### config.mk
export PLATFORM = sky130hd
export DESIGN_NAME = rtsp_request_framer_core_flat
export DESIGN_NICKNAME = d
export VERILOG_FILES = /design/src/rtl/rtsp_pkg.sv /design/src/rtl/rtsp_if.sv /design/src/rtl/rtsp_request_framer_core.sv /design/src/flat_wrapper.sv
export SDC_FILE = /design/constraint.sdc
export NUM_CORES = 1
export LEC_CHECK = 0
export BUFFER_PORTS_ARGS = -buffer_cell sky130_fd_sc_hd__buf_2
export CAP_MARGIN = 25
export CORE_MARGIN = 3
export CORE_UTILIZATION = 44
export DETAILED_ROUTE_END_ITERATION = 16
export GPL_TIMING_DRIVEN = 0
export SYNTH_ARGS = -nofsm -noshare
export SYNTH_HDL_FRONTEND = slang
export SYNTH_SLANG_ARGS = --single-unit
### constraint.sdc
create_clock -name clk -period 10.15 [get_ports clk]
set_input_delay 1.5225 -clock clk [delete_from_list [all_inputs] [get_ports clk]]
set_output_delay 1.5225 -clock clk [all_outputs]
set_load 0.02 [all_outputs]
### src/rtl/rtsp_pkg.sv
// rtsp request framer package: phase codes, status codes, widths and defaults
// no dependencies
package rtsp_pkg;

    localparam int LENGTH_BITS_DEF = 16;
    localparam int VALUE_BITS_DEF  = 63;
    localparam logic [7:0] HEADER_LIMIT_RESET = 8'd32;

    localparam logic [7:0] CH_CR    = 8'h0d;
    localparam logic [7:0] CH_LF    = 8'h0a;
    localparam logic [7:0] CH_SPACE = 8'h20;
    localparam logic [7:0] CH_TAB   = 8'h09;
    localparam logic [7:0] CH_COLON = 8'h3a;
    localparam logic [7:0] CH_ZERO  = 8'h30;
    localparam logic [7:0] CH_NINE  = 8'h39;

    typedef enum logic [1:0] {
        ST_OK       = 2'd0,
        ST_BAD_LINE = 2'd1,
        ST_TOO_MANY = 2'd2,
        ST_BAD_LEN  = 2'd3
    } status_t;

    typedef enum logic [6:0] {
        PH_METHOD  = 7'b0000001,
        PH_URI     = 7'b0000010,
        PH_REST    = 7'b0000100,
        PH_NAME    = 7'b0001000,
        PH_VALUE   = 7'b0010000,
        PH_DISCARD = 7'b0100000,
        PH_BODY    = 7'b1000000
    } phase_t;

    // lower-case header names, index past the end never matches
    function automatic logic [7:0] cseq_char(input logic [3:0] idx);
        logic [7:0] c;
        unique case (idx)
            4'd0:    c = "c";
            4'd1:    c = "s";
            4'd2:    c = "e";
            4'd3:    c = "q";
            default: c = 8'h00;
        endcase
        return c;
    endfunction

    function automatic logic [7:0] clen_char(input logic [3:0] idx);
        logic [7:0] c;
        unique case (idx)
            4'd0:    c = "c";
            4'd1:    c = "o";
            4'd2:    c = "n";
            4'd3:    c = "t";
            4'd4:    c = "e";
            4'd5:    c = "n";
            4'd6:    c = "t";
            4'd7:    c = "-";
            4'd8:    c = "l";
            4'd9:    c = "e";
            4'd10:   c = "n";
            4'd11:   c = "g";
            4'd12:   c = "t";
            4'd13:   c = "h";
            default: c = 8'h00;
        endcase
        return c;
    endfunction

endpackage

### src/rtl/rtsp_if.sv
// valid/ready channel interfaces for the rtsp request framer
// depends on rtsp_pkg for default widths
interface rtsp_byte_if;
    logic       valid;
    logic       ready;
    logic [7:0] byte_in;
    modport source (output valid, output byte_in, input ready);
    modport sink (input valid, input byte_in, output ready);
endinterface

interface rtsp_cfg_if;
    logic       valid;
    logic       ready;
    logic [7:0] header_limit;
    modport source (output valid, output header_limit, input ready);
    modport sink (input valid, input header_limit, output ready);
endinterface

interface rtsp_result_if #(
    parameter int LENGTH_BITS = rtsp_pkg::LENGTH_BITS_DEF,
    parameter int VALUE_BITS  = rtsp_pkg::VALUE_BITS_DEF
);
    logic                   valid;
    logic                   ready;
    logic [1:0]             status;
    logic [LENGTH_BITS-1:0] method_size;
    logic [LENGTH_BITS-1:0] uri_len;
    logic [7:0]             header_count;
    logic                   cseq_valid;
    logic [VALUE_BITS-1:0]  cseq;
    logic [VALUE_BITS-1:0]  content_length;
    logic [LENGTH_BITS-1:0] header_block_len;
    modport source (output valid, output status, output method_size, output uri_len,
        output header_count, output cseq_valid, output cseq, output content_length,
        output header_block_len, input ready);
    modport sink (input valid, input status, input method_size, input uri_len,
        input header_count, input cseq_valid, input cseq, input content_length,
        input header_block_len, output ready);
endinterface

### src/rtl/rtsp_request_framer_core.sv
// rtsp request framer top level: byte parser state and result register
// depends on rtsp_pkg and the channel interfaces in rtsp_if.sv

// One byte is taken per clock cycle unless stalled. Each byte updates the
// parser state with a single compare and a shift-add by ten on the value
// accumulator; the result of a header block (ending at the first CR LF CR LF)
// is loaded into an output register on the cycle its last byte is taken, and
// the input keeps accepting bytes while that register holds an untaken result,
// stalling only when a second result would need it. After a good result with
// a nonzero Content-Length that many body bytes are consumed without output.
module rtsp_request_framer_core #(
    parameter int LENGTH_BITS = rtsp_pkg::LENGTH_BITS_DEF,
    parameter int VALUE_BITS  = rtsp_pkg::VALUE_BITS_DEF
) (
    input  logic clk,
    input  logic rst_n,
    rtsp_byte_if.sink     in_ch,
    rtsp_cfg_if.sink      cfg,
    rtsp_result_if.source out_ch
);
    localparam logic [LENGTH_BITS-1:0] LEN_MAX = {LENGTH_BITS{1'b1}};
    localparam logic [VALUE_BITS-1:0]  VAL_MAX = {VALUE_BITS{1'b1}};
    localparam logic [VALUE_BITS-1:0]  DIV_TEN = VAL_MAX / 10;
    localparam logic [VALUE_BITS-1:0]  MOD_TEN = VAL_MAX % 10;

    logic [7:0] limit_reg;

    rtsp_pkg::phase_t phase_reg, phase_next;
    logic [1:0]             sep_reg, sep_next;
    logic                   skip_reg, skip_next;
    logic                   pcr_reg, pcr_next;
    logic [3:0]             nidx_reg, nidx_next;
    logic [1:0]             flags_reg, flags_next;
    logic [VALUE_BITS-1:0]  acc_reg, acc_next;
    logic                   vok_reg, vok_next;
    logic                   vne_reg, vne_next;
    logic [LENGTH_BITS-1:0] mcnt_reg, mcnt_next;
    logic [LENGTH_BITS-1:0] ucnt_reg, ucnt_next;
    logic [LENGTH_BITS-1:0] bcnt_reg, bcnt_next;
    logic [7:0]             hcnt_reg, hcnt_next;
    logic [VALUE_BITS-1:0]  cseq_reg, cseq_next;
    logic                   cseen_reg, cseen_next;
    logic [VALUE_BITS-1:0]  len_reg, len_next;
    rtsp_pkg::status_t      err_reg, err_next;
    logic [VALUE_BITS-1:0]  body_reg, body_next;

    logic                   out_valid_reg;
    logic [1:0]             o_status_reg;
    logic [LENGTH_BITS-1:0] o_mlen_reg, o_ulen_reg, o_blen_reg;
    logic [7:0]             o_hcnt_reg;
    logic                   o_cv_reg;
    logic [VALUE_BITS-1:0]  o_cseq_reg, o_clen_reg;

    logic       take;
    logic       done;
    logic [7:0] b, lc;
    logic [VALUE_BITS-1:0] digit;
    logic       bad_line;
    logic [LENGTH_BITS-1:0] bcnt_inc;
    logic [VALUE_BITS-1:0] acc_x10;

    // only a byte that ends a block needs the result register free
    assign in_ch.ready = !out_valid_reg || out_ch.ready || !done;
    assign cfg.ready   = 1'b1;
    assign take        = in_ch.valid && in_ch.ready;
    assign b           = in_ch.byte_in;
    assign lc          = (b >= "A" && b <= "Z") ? b + 8'd32 : b;
    assign digit       = VALUE_BITS'(b - rtsp_pkg::CH_ZERO);
    assign acc_x10     = (acc_reg << 3) + (acc_reg << 1);
    assign bcnt_inc    = (bcnt_reg == LEN_MAX) ? bcnt_reg : bcnt_reg + 1'b1;

    always_comb
    begin
        phase_next = phase_reg;  sep_next = sep_reg;   skip_next = skip_reg;
        pcr_next = pcr_reg;      nidx_next = nidx_reg; flags_next = flags_reg;
        acc_next = acc_reg;      vok_next = vok_reg;   vne_next = vne_reg;
        mcnt_next = mcnt_reg;    ucnt_next = ucnt_reg; bcnt_next = bcnt_reg;
        hcnt_next = hcnt_reg;    cseq_next = cseq_reg; cseen_next = cseen_reg;
        len_next = len_reg;      err_next = err_reg;   body_next = body_reg;
        done = 1'b0;
        bad_line = 1'b0;
        if (phase_reg == rtsp_pkg::PH_BODY)
        begin
            if (body_reg <= VALUE_BITS'(1))
            begin
                phase_next = rtsp_pkg::PH_METHOD;
                body_next  = '0;
            end
            else
            begin
                body_next = body_reg - 1'b1;
            end
        end
        else
        begin
            bcnt_next = bcnt_inc;
            if (b == (sep_reg[0] ? rtsp_pkg::CH_LF : rtsp_pkg::CH_CR))
            begin
                if (sep_reg == 2'd3)
                    done = 1'b1;
                else
                    sep_next = sep_reg + 2'd1;
            end
            else
            begin
                sep_next = (b == rtsp_pkg::CH_CR) ? 2'd1 : 2'd0;
            end

            unique case (phase_reg)
                rtsp_pkg::PH_METHOD, rtsp_pkg::PH_URI:
                begin
                    if (b == rtsp_pkg::CH_SPACE)
                        phase_next = (phase_reg == rtsp_pkg::PH_METHOD) ?
                            rtsp_pkg::PH_URI : rtsp_pkg::PH_REST;
                    else if (b == rtsp_pkg::CH_LF)
                    begin
                        err_next = rtsp_pkg::ST_BAD_LINE;
                        phase_next = rtsp_pkg::PH_DISCARD;
                    end
                    else if (phase_reg == rtsp_pkg::PH_METHOD)
                        mcnt_next = (mcnt_reg == LEN_MAX) ? mcnt_reg : mcnt_reg + 1'b1;
                    else
                        ucnt_next = (ucnt_reg == LEN_MAX) ? ucnt_reg : ucnt_reg + 1'b1;
                end
                rtsp_pkg::PH_REST, rtsp_pkg::PH_NAME:
                begin
                    if (b == rtsp_pkg::CH_LF)
                    begin
                        phase_next = rtsp_pkg::PH_NAME;
                        skip_next = 1'b0; pcr_next = 1'b0; nidx_next = '0;
                        flags_next = 2'b11; acc_next = '0;
                        vok_next = 1'b0; vne_next = 1'b0;
                    end
                    else if (phase_reg == rtsp_pkg::PH_NAME && b == rtsp_pkg::CH_COLON)
                    begin
                        if (hcnt_reg >= limit_reg)
                        begin
                            err_next = rtsp_pkg::ST_TOO_MANY;
                            phase_next = rtsp_pkg::PH_DISCARD;
                        end
                        else
                        begin
                            hcnt_next = hcnt_reg + 8'd1;
                            flags_next = {flags_reg[1] && nidx_reg == 4'd14,
                                          flags_reg[0] && nidx_reg == 4'd4};
                            skip_next = 1'b1; pcr_next = 1'b0; acc_next = '0;
                            vok_next = 1'b1; vne_next = 1'b0;
                            phase_next = rtsp_pkg::PH_VALUE;
                        end
                    end
                    else if (phase_reg == rtsp_pkg::PH_NAME)
                    begin
                        if (nidx_reg >= 4'd4 || rtsp_pkg::cseq_char(nidx_reg) != lc)
                            flags_next[0] = 1'b0;
                        if (nidx_reg >= 4'd14 || rtsp_pkg::clen_char(nidx_reg) != lc)
                            flags_next[1] = 1'b0;
                        if (nidx_reg < 4'd15)
                            nidx_next = nidx_reg + 4'd1;
                    end
                end
                rtsp_pkg::PH_VALUE:
                begin
                    if (b == rtsp_pkg::CH_LF)
                    begin
                        if (flags_reg[0])
                        begin
                            if (vok_reg && vne_reg)
                            begin
                                cseq_next = acc_reg;
                                cseen_next = 1'b1;
                            end
                        end
                        else if (flags_reg[1] && vok_reg && vne_reg)
                            len_next = acc_reg;
                        if (!flags_reg[0] && flags_reg[1] && !(vok_reg && vne_reg))
                        begin
                            err_next = rtsp_pkg::ST_BAD_LEN;
                            phase_next = rtsp_pkg::PH_DISCARD;
                        end
                        else
                        begin
                            phase_next = rtsp_pkg::PH_NAME;
                            skip_next = 1'b0; pcr_next = 1'b0; nidx_next = '0;
                            flags_next = 2'b11; acc_next = '0;
                            vok_next = 1'b0; vne_next = 1'b0;
                        end
                    end
                    else if (!(skip_reg && (b == rtsp_pkg::CH_SPACE ||
                                            b == rtsp_pkg::CH_TAB)))
                    begin
                        skip_next = 1'b0;
                        if (b == rtsp_pkg::CH_CR)
                        begin
                            pcr_next = 1'b1;
                            if (pcr_reg)
                            begin
                                vne_next = 1'b1;
                                vok_next = 1'b0;
                            end
                        end
                        else
                        begin
                            pcr_next = 1'b0;
                            vne_next = 1'b1;
                            if (pcr_reg || b < rtsp_pkg::CH_ZERO || b > rtsp_pkg::CH_NINE)
                                vok_next = 1'b0;
                            else if (vok_reg)
                            begin
                                // overflow when acc > (max - d) / 10
                                if (acc_reg > DIV_TEN ||
                                    (acc_reg == DIV_TEN && digit > MOD_TEN))
                                    vok_next = 1'b0;
                                else
                                    acc_next = acc_x10 + digit;
                            end
                        end
                    end
                end
                default:
                begin
                end
            endcase

            bad_line = (err_next == rtsp_pkg::ST_BAD_LINE);
            if (done)
            begin
                phase_next = (err_next == rtsp_pkg::ST_OK && len_next != '0) ?
                    rtsp_pkg::PH_BODY : rtsp_pkg::PH_METHOD;
                body_next = (err_next == rtsp_pkg::ST_OK) ? len_next : '0;
                sep_next = '0; skip_next = 1'b0; pcr_next = 1'b0; nidx_next = '0;
                flags_next = 2'b11; acc_next = '0; vok_next = 1'b0; vne_next = 1'b0;
                mcnt_next = '0; ucnt_next = '0; bcnt_next = '0; hcnt_next = '0;
                cseq_next = '0; cseen_next = 1'b0; len_next = '0;
                err_next = rtsp_pkg::ST_OK;
            end
        end
    end

    // body end returns to a fresh message; counters are already clear then
    always_ff @(posedge clk or negedge rst_n)
    begin
        if (!rst_n)
        begin
            limit_reg <= rtsp_pkg::HEADER_LIMIT_RESET;
            phase_reg <= rtsp_pkg::PH_METHOD;
            sep_reg <= '0; skip_reg <= 1'b0; pcr_reg <= 1'b0; nidx_reg <= '0;
            flags_reg <= 2'b11; acc_reg <= '0; vok_reg <= 1'b0; vne_reg <= 1'b0;
            mcnt_reg <= '0; ucnt_reg <= '0; bcnt_reg <= '0; hcnt_reg <= '0;
            cseq_reg <= '0; cseen_reg <= 1'b0; len_reg <= '0;
            err_reg <= rtsp_pkg::ST_OK; body_reg <= '0;
            out_valid_reg <= 1'b0;
        end
        else
        begin
            if (cfg.valid)
                limit_reg <= cfg.header_limit;
            if (take)
            begin
                phase_reg <= phase_next; sep_reg <= sep_next; skip_reg <= skip_next;
                pcr_reg <= pcr_next; nidx_reg <= nidx_next; flags_reg <= flags_next;
                acc_reg <= acc_next; vok_reg <= vok_next; vne_reg <= vne_next;
                mcnt_reg <= mcnt_next; ucnt_reg <= ucnt_next; bcnt_reg <= bcnt_next;
                hcnt_reg <= hcnt_next; cseq_reg <= cseq_next; cseen_reg <= cseen_next;
                len_reg <= len_next; err_reg <= err_next; body_reg <= body_next;
            end
            if (take && done)
                out_valid_reg <= 1'b1;
            else if (out_ch.ready)
                out_valid_reg <= 1'b0;
        end
    end

    // result payload from the state before clearing; the final LF of a block
    // leaves these fields untouched
    always_ff @(posedge clk)
    begin
        if (take && done)
        begin
            o_status_reg <= err_reg;
            o_mlen_reg <= bad_line ? '0 : mcnt_reg;
            o_ulen_reg <= bad_line ? '0 : ucnt_reg;
            o_hcnt_reg <= bad_line ? '0 : hcnt_reg;
            o_cv_reg   <= !bad_line && cseen_reg;
            o_cseq_reg <= (!bad_line && cseen_reg) ? cseq_reg : '0;
            o_clen_reg <= (err_reg == rtsp_pkg::ST_OK) ? len_reg : '0;
            o_blen_reg <= bcnt_inc;
        end
    end

    assign out_ch.valid            = out_valid_reg;
    assign out_ch.status           = o_status_reg;
    assign out_ch.method_size      = o_mlen_reg;
    assign out_ch.uri_len          = o_ulen_reg;
    assign out_ch.header_count     = o_hcnt_reg;
    assign out_ch.cseq_valid       = o_cv_reg;
    assign out_ch.cseq             = o_cseq_reg;
    assign out_ch.content_length   = o_clen_reg;
    assign out_ch.header_block_len = o_blen_reg;

    a_sep_range: assert property (@(posedge clk) disable iff (!rst_n)
        phase_reg == rtsp_pkg::PH_BODY |-> body_reg != '0)
        else $error("body phase with zero remaining");
    a_hold: assert property (@(posedge clk) disable iff (!rst_n)
        out_valid_reg && !out_ch.ready |=> out_valid_reg)
        else $error("result dropped while stalled");
    a_limit: assert property (@(posedge clk) disable iff (!rst_n)
        take && done && err_reg != rtsp_pkg::ST_BAD_LINE |=> o_hcnt_reg <= $past(limit_reg))
        else $error("header count above limit");
endmodule

### src/flat_wrapper.sv
// flat-port wrapper written by rule: the top's interface ports become plain ports
module rtsp_request_framer_core_flat 
#(
    parameter int LENGTH_BITS = rtsp_pkg::LENGTH_BITS_DEF,
    parameter int VALUE_BITS  = rtsp_pkg::VALUE_BITS_DEF
)
  (clk, rst_n, in_ch_valid, in_ch_byte_in, in_ch_ready, cfg_valid, cfg_header_limit, cfg_ready, out_ch_valid, out_ch_status, out_ch_method_size, out_ch_uri_len, out_ch_header_count, out_ch_cseq_valid, out_ch_cseq, out_ch_content_length, out_ch_header_block_len, out_ch_ready);
  rtsp_byte_if in_ch_i ();
  rtsp_cfg_if cfg_i ();
  rtsp_result_if #(.LENGTH_BITS(LENGTH_BITS), .VALUE_BITS(VALUE_BITS)) out_ch_i ();
  input  logic clk;
  input  logic rst_n;
  input wire logic [$bits(in_ch_i.valid)-1:0] in_ch_valid;
  input wire logic [$bits(in_ch_i.byte_in)-1:0] in_ch_byte_in;
  output wire logic [$bits(in_ch_i.ready)-1:0] in_ch_ready;
  input wire logic [$bits(cfg_i.valid)-1:0] cfg_valid;
  input wire logic [$bits(cfg_i.header_limit)-1:0] cfg_header_limit;
  output wire logic [$bits(cfg_i.ready)-1:0] cfg_ready;
  output wire logic [$bits(out_ch_i.valid)-1:0] out_ch_valid;
  output wire logic [$bits(out_ch_i.status)-1:0] out_ch_status;
  output wire logic [$bits(out_ch_i.method_size)-1:0] out_ch_method_size;
  output wire logic [$bits(out_ch_i.uri_len)-1:0] out_ch_uri_len;
  output wire logic [$bits(out_ch_i.header_count)-1:0] out_ch_header_count;
  output wire logic [$bits(out_ch_i.cseq_valid)-1:0] out_ch_cseq_valid;
  output wire logic [$bits(out_ch_i.cseq)-1:0] out_ch_cseq;
  output wire logic [$bits(out_ch_i.content_length)-1:0] out_ch_content_length;
  output wire logic [$bits(out_ch_i.header_block_len)-1:0] out_ch_header_block_len;
  input wire logic [$bits(out_ch_i.ready)-1:0] out_ch_ready;
  assign in_ch_i.valid = in_ch_valid;
  assign in_ch_i.byte_in = in_ch_byte_in;
  assign in_ch_ready = in_ch_i.ready;
  assign cfg_i.valid = cfg_valid;
  assign cfg_i.header_limit = cfg_header_limit;
  assign cfg_ready = cfg_i.ready;
  assign out_ch_valid = out_ch_i.valid;
  assign out_ch_status = out_ch_i.status;
  assign out_ch_method_size = out_ch_i.method_size;
  assign out_ch_uri_len = out_ch_i.uri_len;
  assign out_ch_header_count = out_ch_i.header_count;
  assign out_ch_cseq_valid = out_ch_i.cseq_valid;
  assign out_ch_cseq = out_ch_i.cseq;
  assign out_ch_content_length = out_ch_i.content_length;
  assign out_ch_header_block_len = out_ch_i.header_block_len;
  assign out_ch_i.ready = out_ch_ready;
  rtsp_request_framer_core #(.LENGTH_BITS(LENGTH_BITS), .VALUE_BITS(VALUE_BITS)) u_core (.clk(clk), .rst_n(rst_n), .in_ch(in_ch_i), .cfg(cfg_i), .out_ch(out_ch_i));
endmodule
==> results of run 1 <==
[power groups by stage]
stage / clock [uW] / combinational (uW) / sequential, uW
2_1_floorplan: 0 / 182 / 2260
3_3_place_gp: 0 / 273 / 2270
3_5_place_dp: 0 / 289 / 2270
4_1_cts: 2250 / 290 / 2230
5_1_grt: 2340 / 323 / 2230
6_report: 2210 / 291 / 2230
[cells in the mapped netlist (72+ instances only)]
library cell | count | area (um2)
dfrtp_1 | 335 | 8380
nand2_1 | 270 | 1010
o21ai_0 | 191 | 956
edfxtp_1 | 185 | 5560
nor2_1 | 183 | 687
a21oi_1 | 151 | 756
a22o_1 | 134 | 1170
clkbuf_1 | 121 | 454
and2_1 | 114 | 713
ha_1 | 89 | 1110
and3_1 | 86 | 538
nor3_1 | 72 | 360
[cell families (layout without fill, tap and decap cells)]
family | count (synthesis) | in the layout | synth area share
simple gates | 997 | 997 | 0.176
compound gates | 737 | 737 | 0.171
flops | 524 | 524 | 0.487
buf+inv | 216 | 543 | 0.0304
fa+ha+maj | 149 | 149 | 0.0803
xor+xnor | 116 | 116 | 0.0353
mux | 54 | 54 | 0.0189
other cells | 1 | 3 | 0.000130
[metrics by stage]
step / util / instance area, um2 / hold WS [ps] / power, uW
floorplan: - / 28800 / 450 / 2440
global placement: 0.479 / 30900 / 469 / 2540
detailed placement: 0.484 / 31200 / 478 / 2560
CTS: 0.515 / 33200 / 494 / 4770
global route: 0.515 / 33200 / 513 / 4890
finish: 0.515 / 33200 / 494 / 4730
[critical path, cell delays in order]
cell	delay [ps]
buf_2	140
ha_1	300
nor3_4	360
buf_8	240
buf_16	190
fa_1	430
ha_1	290
clkbuf_1	260
nand4_1	190
or2_2	350
or4_1	560
a311oi_1	630
o31ai_1	190
o21ai_0	570
a2111oi_0	230
nor3_1	270
xnor2_1	140
o21ai_0	90
[layer usage]
metal	wire length, um	vias to the layer above
met5	0	-
met1	40500	11992
met4	3660	0
met2	43300	1056
li1	-	10904
met3	7440	207
[how the worst min path moves through the flow]
| stage | endpoint | slack [ps] | cells past startpoint |
|---|---|---|---|
| 2_1_floorplan | u_core.body_reg[32] | 450 | 2 |
| 3_3_place_gp | u_core.body_reg[32] | 470 | 2 |
| 3_5_place_dp | u_core.body_reg[32] | 480 | 2 |
| 4_1_cts | u_core.body_reg[32] | 490 | 2 |
| 5_1_grt | u_core.cseq_reg[5] | 510 | 1 |
| 6_report | u_core.body_reg[32] | 490 | 2 |
[final cells by class]
type / count / area [um2]
Tap cell: 855 / 1070
Clock buffer: 76 / 1630
Fill cell: 5902 / 31300
Sequential cell: 524 / 14000
Clock inverter: 31 / 380
Timing Repair Buffer: 220 / 1330
Multi-Input combinational cell: 2054 / 13900
Buffer: 149 / 629
Antenna cell: 2 / 5.00
Inverter: 67 / 251
==> results.yml, run 1 <==
routing:
  drt_iter0_markers: 2354
  num_vias: 24159
  postRouteAntennaNets: 0
  drt_wl_total_um: 94900
  wire_per_inst_um: 23.9
  routed_via_density: 6.07
  first_pass_iters: 7
  drc: 0
timing:
  drv_slew: 0
  hold_violations: 0
  tns_ps: 0
  fmax_ghz: 0.154
  max_slew_margin: 0.249
  worst_pin_slew_ps: 1130
  setup_viol: 0
  setup_slack_ps: 3660
  period_needed_ps: 6490
  rsz0062_at_grt: "false"
  period_share: 0.640
  fin_worst_skew_ps: 26.8
power_and_ir_drop:
  power_frac_comb: 0.061
  p_leak_uw: 0.0142
  p_per_area_mw_per_mm2: 142
  power.internal_uw: 3620
  power.share.clock: 0.468
  max-vdd-ir-drop_mv: 0.115
  p_sw_uw: 1120
  p_seq_frac: 0.471
  p_sw_frac: 0.236
clock_tree:
  cts.sinks: 524
  clkLatencyLatePin_ps: 640
  cts-root-buf: "clkbuf_16"
  ctsLongestPathBuffers: 3
  cts_tree: "done"
  holdBufCountCts: 0
  cts_setup_buffers: 0
  cts_max_level: 2
  cts-buffers-inserted: 57
  post_cts_resized: 0
  clk_pin_slew_ps: 60
final_layout:
  drive_above_1_share: 0.117
  fin_nets: 3243
  mostFrequentLayoutCell: "dfrtp_1"
  mostFrequentLayoutCells: "dfrtp_1, nand2_1, buf_2"
  layoutNonFillerInstCount: 3978
  syn2layout_area_growth_pct: 15.4
synth:
  synth_edf_count: 185
  ys_seq_area_frac: 0.487
  syn_nets: 2964
  ys_warn_count: 0
  async_flop_share: 0.647
  synth_area_mm2: 0.0288
  syn_avg_cell_area_um2: 10.3
  synth_ff_type: "dfrtp_1"
  synth_seq_cells: 524
  synthCells: 2794
  yosysUniqueCellTypes: 81
min_path:
  hold_start: "u_core.body_reg[32]"
  hp-class: "flop to flop"
worst_setup_path:
  cp-startpoint: "in_ch_byte_in[4]"
  required_ps: 10640
  rr_endpoint: "u_core.acc_reg[60]"
  startpoint_type: "input port"
  r2r_setup_slack_ps: 4960
  crit_path_end: "u_core.acc_reg[60]"
  criticalPathCategory: "input port to flop"
  cp.arrival_ps: 6980
  r2r_cells: 13
  path_max_fanout: 17
  rr_startpoint: "u_core.acc_reg[39]"
  end_kind: "flop"
placed_design:
  portBuffers: 206
  pre_cts_ws_ps: 3170
  gp_congestion: 0.957
  post-place-cells: 3869
  hpwl_um: 71100
global_route:
  grt_util_met3: 0.0483
  grt_pass1_vias: 23902
  grt_use_met2: 0.436
  grt_antenna_before_repair: 1
  grt_pass1_wl_um: 145000
  grt_max_degree: 114
  overflow: 0
  use_met1: 0.382
  globalRouteTotalUtil: 0.276
  top_usage_layer: "met2"
floorplan:
  die_h_um: 262
  die_x_um: 262
  row_count: 93
  initial_core_util: 0.446
  core_region_area_mm2: 0.0646
  design.die.area_mm2: 0.0686
  ios: 209
run_status:
  status: "complete, no violations"
run:
  maxCapViolCount: 0
Note: power is estimated with default switching activity, not from simulation.
==> run 2: changes to the inputs <==
Clock period 10.15 ns to 5.9 ns, I/O delays scaled along.
==> results.yml, run 2 (same netlist as run 1, synthesis figures left out) <==
worst_setup_path:
  path_max_fanout: 9
  crit_chain: "buf_2 > clkbuf_2 > inv_1 > ha_1 > a21oi_1 > xor2_1 > inv_1 > fa_1 > inv_1 > ha_1 > o21a_1 > o21ai_0 > a21oi_1 > o211ai_1 > a211oi_1 > o31ai_1 > a211oi_1 > o21ai_0 > nor3b_1 > o31ai_1"
  criticalPathCategory: "input port to flop"
  r2r_cells: 14
  cp.arrival_ps: 5800
  crit_slowest_cell: "o31ai_1"
  required_ps: 6380
  rr_endpoint: "u_core.acc_reg[59]"
  critPathTopFamily: "compound AO/OA/AOI/OAI gates"
  critPathBufInv: 5
  end_kind: "flop"
  r2r_setup_slack_ps: 940
  startpoint_type: "input port"
  cp_common_cell: "inv_1"
  slowest_delay_ps: 800
  rr_startpoint: "u_core.acc_reg[3]"
floorplan:
  ios: 209
  core_region_area_mm2: 0.0646
  initial_core_util: 0.446
  die_h_um: 262
  die_x_um: 262
  design.die.area_mm2: 0.0686
  row_count: 93
timing:
  rsz0062_at_grt: "false"
  fmax_ghz: 0.188
  period_needed_ps: 5320
  hold_violations: 0
  setup_viol: 0
  drv_slew: 0
  fin_worst_skew_ps: 21.7
  worst_pin_slew_ps: 1100
  max_slew_margin: 0.269
  period_share: 0.901
  setup_slack_ps: 581
clock_tree:
  holdBufCountCts: 0
  clk_pin_slew_ps: 60
  post_cts_resized: 0
  clkLatencyLatePin_ps: 640
  ctsLongestPathBuffers: 3
  cts.sinks: 524
  cts-buffers-inserted: 58
  cts-root-buf: "clkbuf_16"
  cts_max_level: 2
  cts_tree: "done"
  cts_setup_buffers: 0
global_route:
  grt_antenna_before_repair: 2
  overflow: 0
  grt_pass1_vias: 23722
  grt_max_degree: 118
  grt_pass1_wl_um: 146000
  globalRouteTotalUtil: 0.278
placed_design:
  hpwl_um: 72000
  portBuffers: 206
  pre_cts_ws_ps: 104
  gp_congestion: 0.966
  dpl_cell_area_mm2: 0.0314
final_layout:
  drive_above_1_share: 0.119
  mostFrequentLayoutCell: "dfrtp_1"
  fin_nets: 3241
  diodes: 0
  syn2layout_area_growth_pct: 15.5
  finalInstanceArea_mm2: 0.0333
  mostFrequentLayoutCells: "dfrtp_1, nand2_1, buf_2"
power_and_ir_drop:
  max-vdd-ir-drop_mv: 0.228
  power_uw: 7950
  p_leak_uw: 0.0141
  p_per_area_mw_per_mm2: 239
routing:
  first_pass_iters: 6
  drc: 0
  drt_wl_total_um: 96000
  num_vias: 24165
  drt_iter0_markers: 2170
  routed_via_density: 6.08
  wire_per_inst_um: 24.1
  postRouteAntennaNets: 0
run_status:
  status: "complete, no violations"
min_path:
  hp-class: "input port to asynchronous set/reset pin"
run:
  maxCapViolCount: 0
==> run 2: metrics by stage <==
step / std cells / hold slack [ps] / TNS, ps / util
after floorplan: 2794 / 450 / -701 / -
after global placement: 3855 / 471 / -1286540 / 0.482
after detailed placement: 3866 / 474 / 0 / 0.486
after CTS: 3976 / 222 / 0 / 0.515
after global routing: 3976 / 238 / 0 / 0.515
final: 3976 / 210 / 0 / 0.515
==> run 2: worst max path at each step <==
stage	depth (start not counted)	slack (ps)	startpoint	to
global route	20	400	in_ch_byte_in[6]	u_core.acc_reg[59]
detailed placement	20	100	in_ch_byte_in[6]	u_core.acc_reg[59]
global placement	1	-2880	rst_n	u_core.len_reg[49]
floorplan	15	-280	in_ch_byte_in[5]	u_core.acc_reg[60]
CTS	20	730	in_ch_byte_in[6]	u_core.acc_reg[59]
finish	20	580	in_ch_byte_in[6]	u_core.acc_reg[59]
==> run 2: where the power goes <==
part / internal (uW) / switching [uW] / total [uW]
sequential: 3790 / 43.9 / 3830
clock: 2030 / 1570 / 3600
combinational: 182 / 333 / 516
==> run 2: cell type report <==
type	instances	area (um2)
sequential	524	14000
clock buffer	77	1540
buffer	149	687
multi-input combinational	2054	14100
clock inverter	33	324
tap	855	1070
timing repair buffer	217	1280
fill	5920	31300
inverter	67	251
==> run 2: per-layer routing <==
metal	GRT usage	up-vias	part of all wire
met1	0.386	12051	0.43
met5	0	-	0
met3	0.0490	210	0.073
met2	0.437	1026	0.45
li1	-	10878	-
met4	0.108	0	0.043
==> run 2: worst register-to-register path, stage by stage (launching register included) <==
cell and delay, ps:
dfrtp_1 640, inv_1 250, fa_1 590, inv_1 40, ha_1 350, a21o_1 190
a21oi_1 270, a21oi_1 180, o211ai_1 410, a211oi_1 220, o31ai_1 800, a211oi_1 210
o21ai_0 310, nor3b_1 240, o31ai_1 110
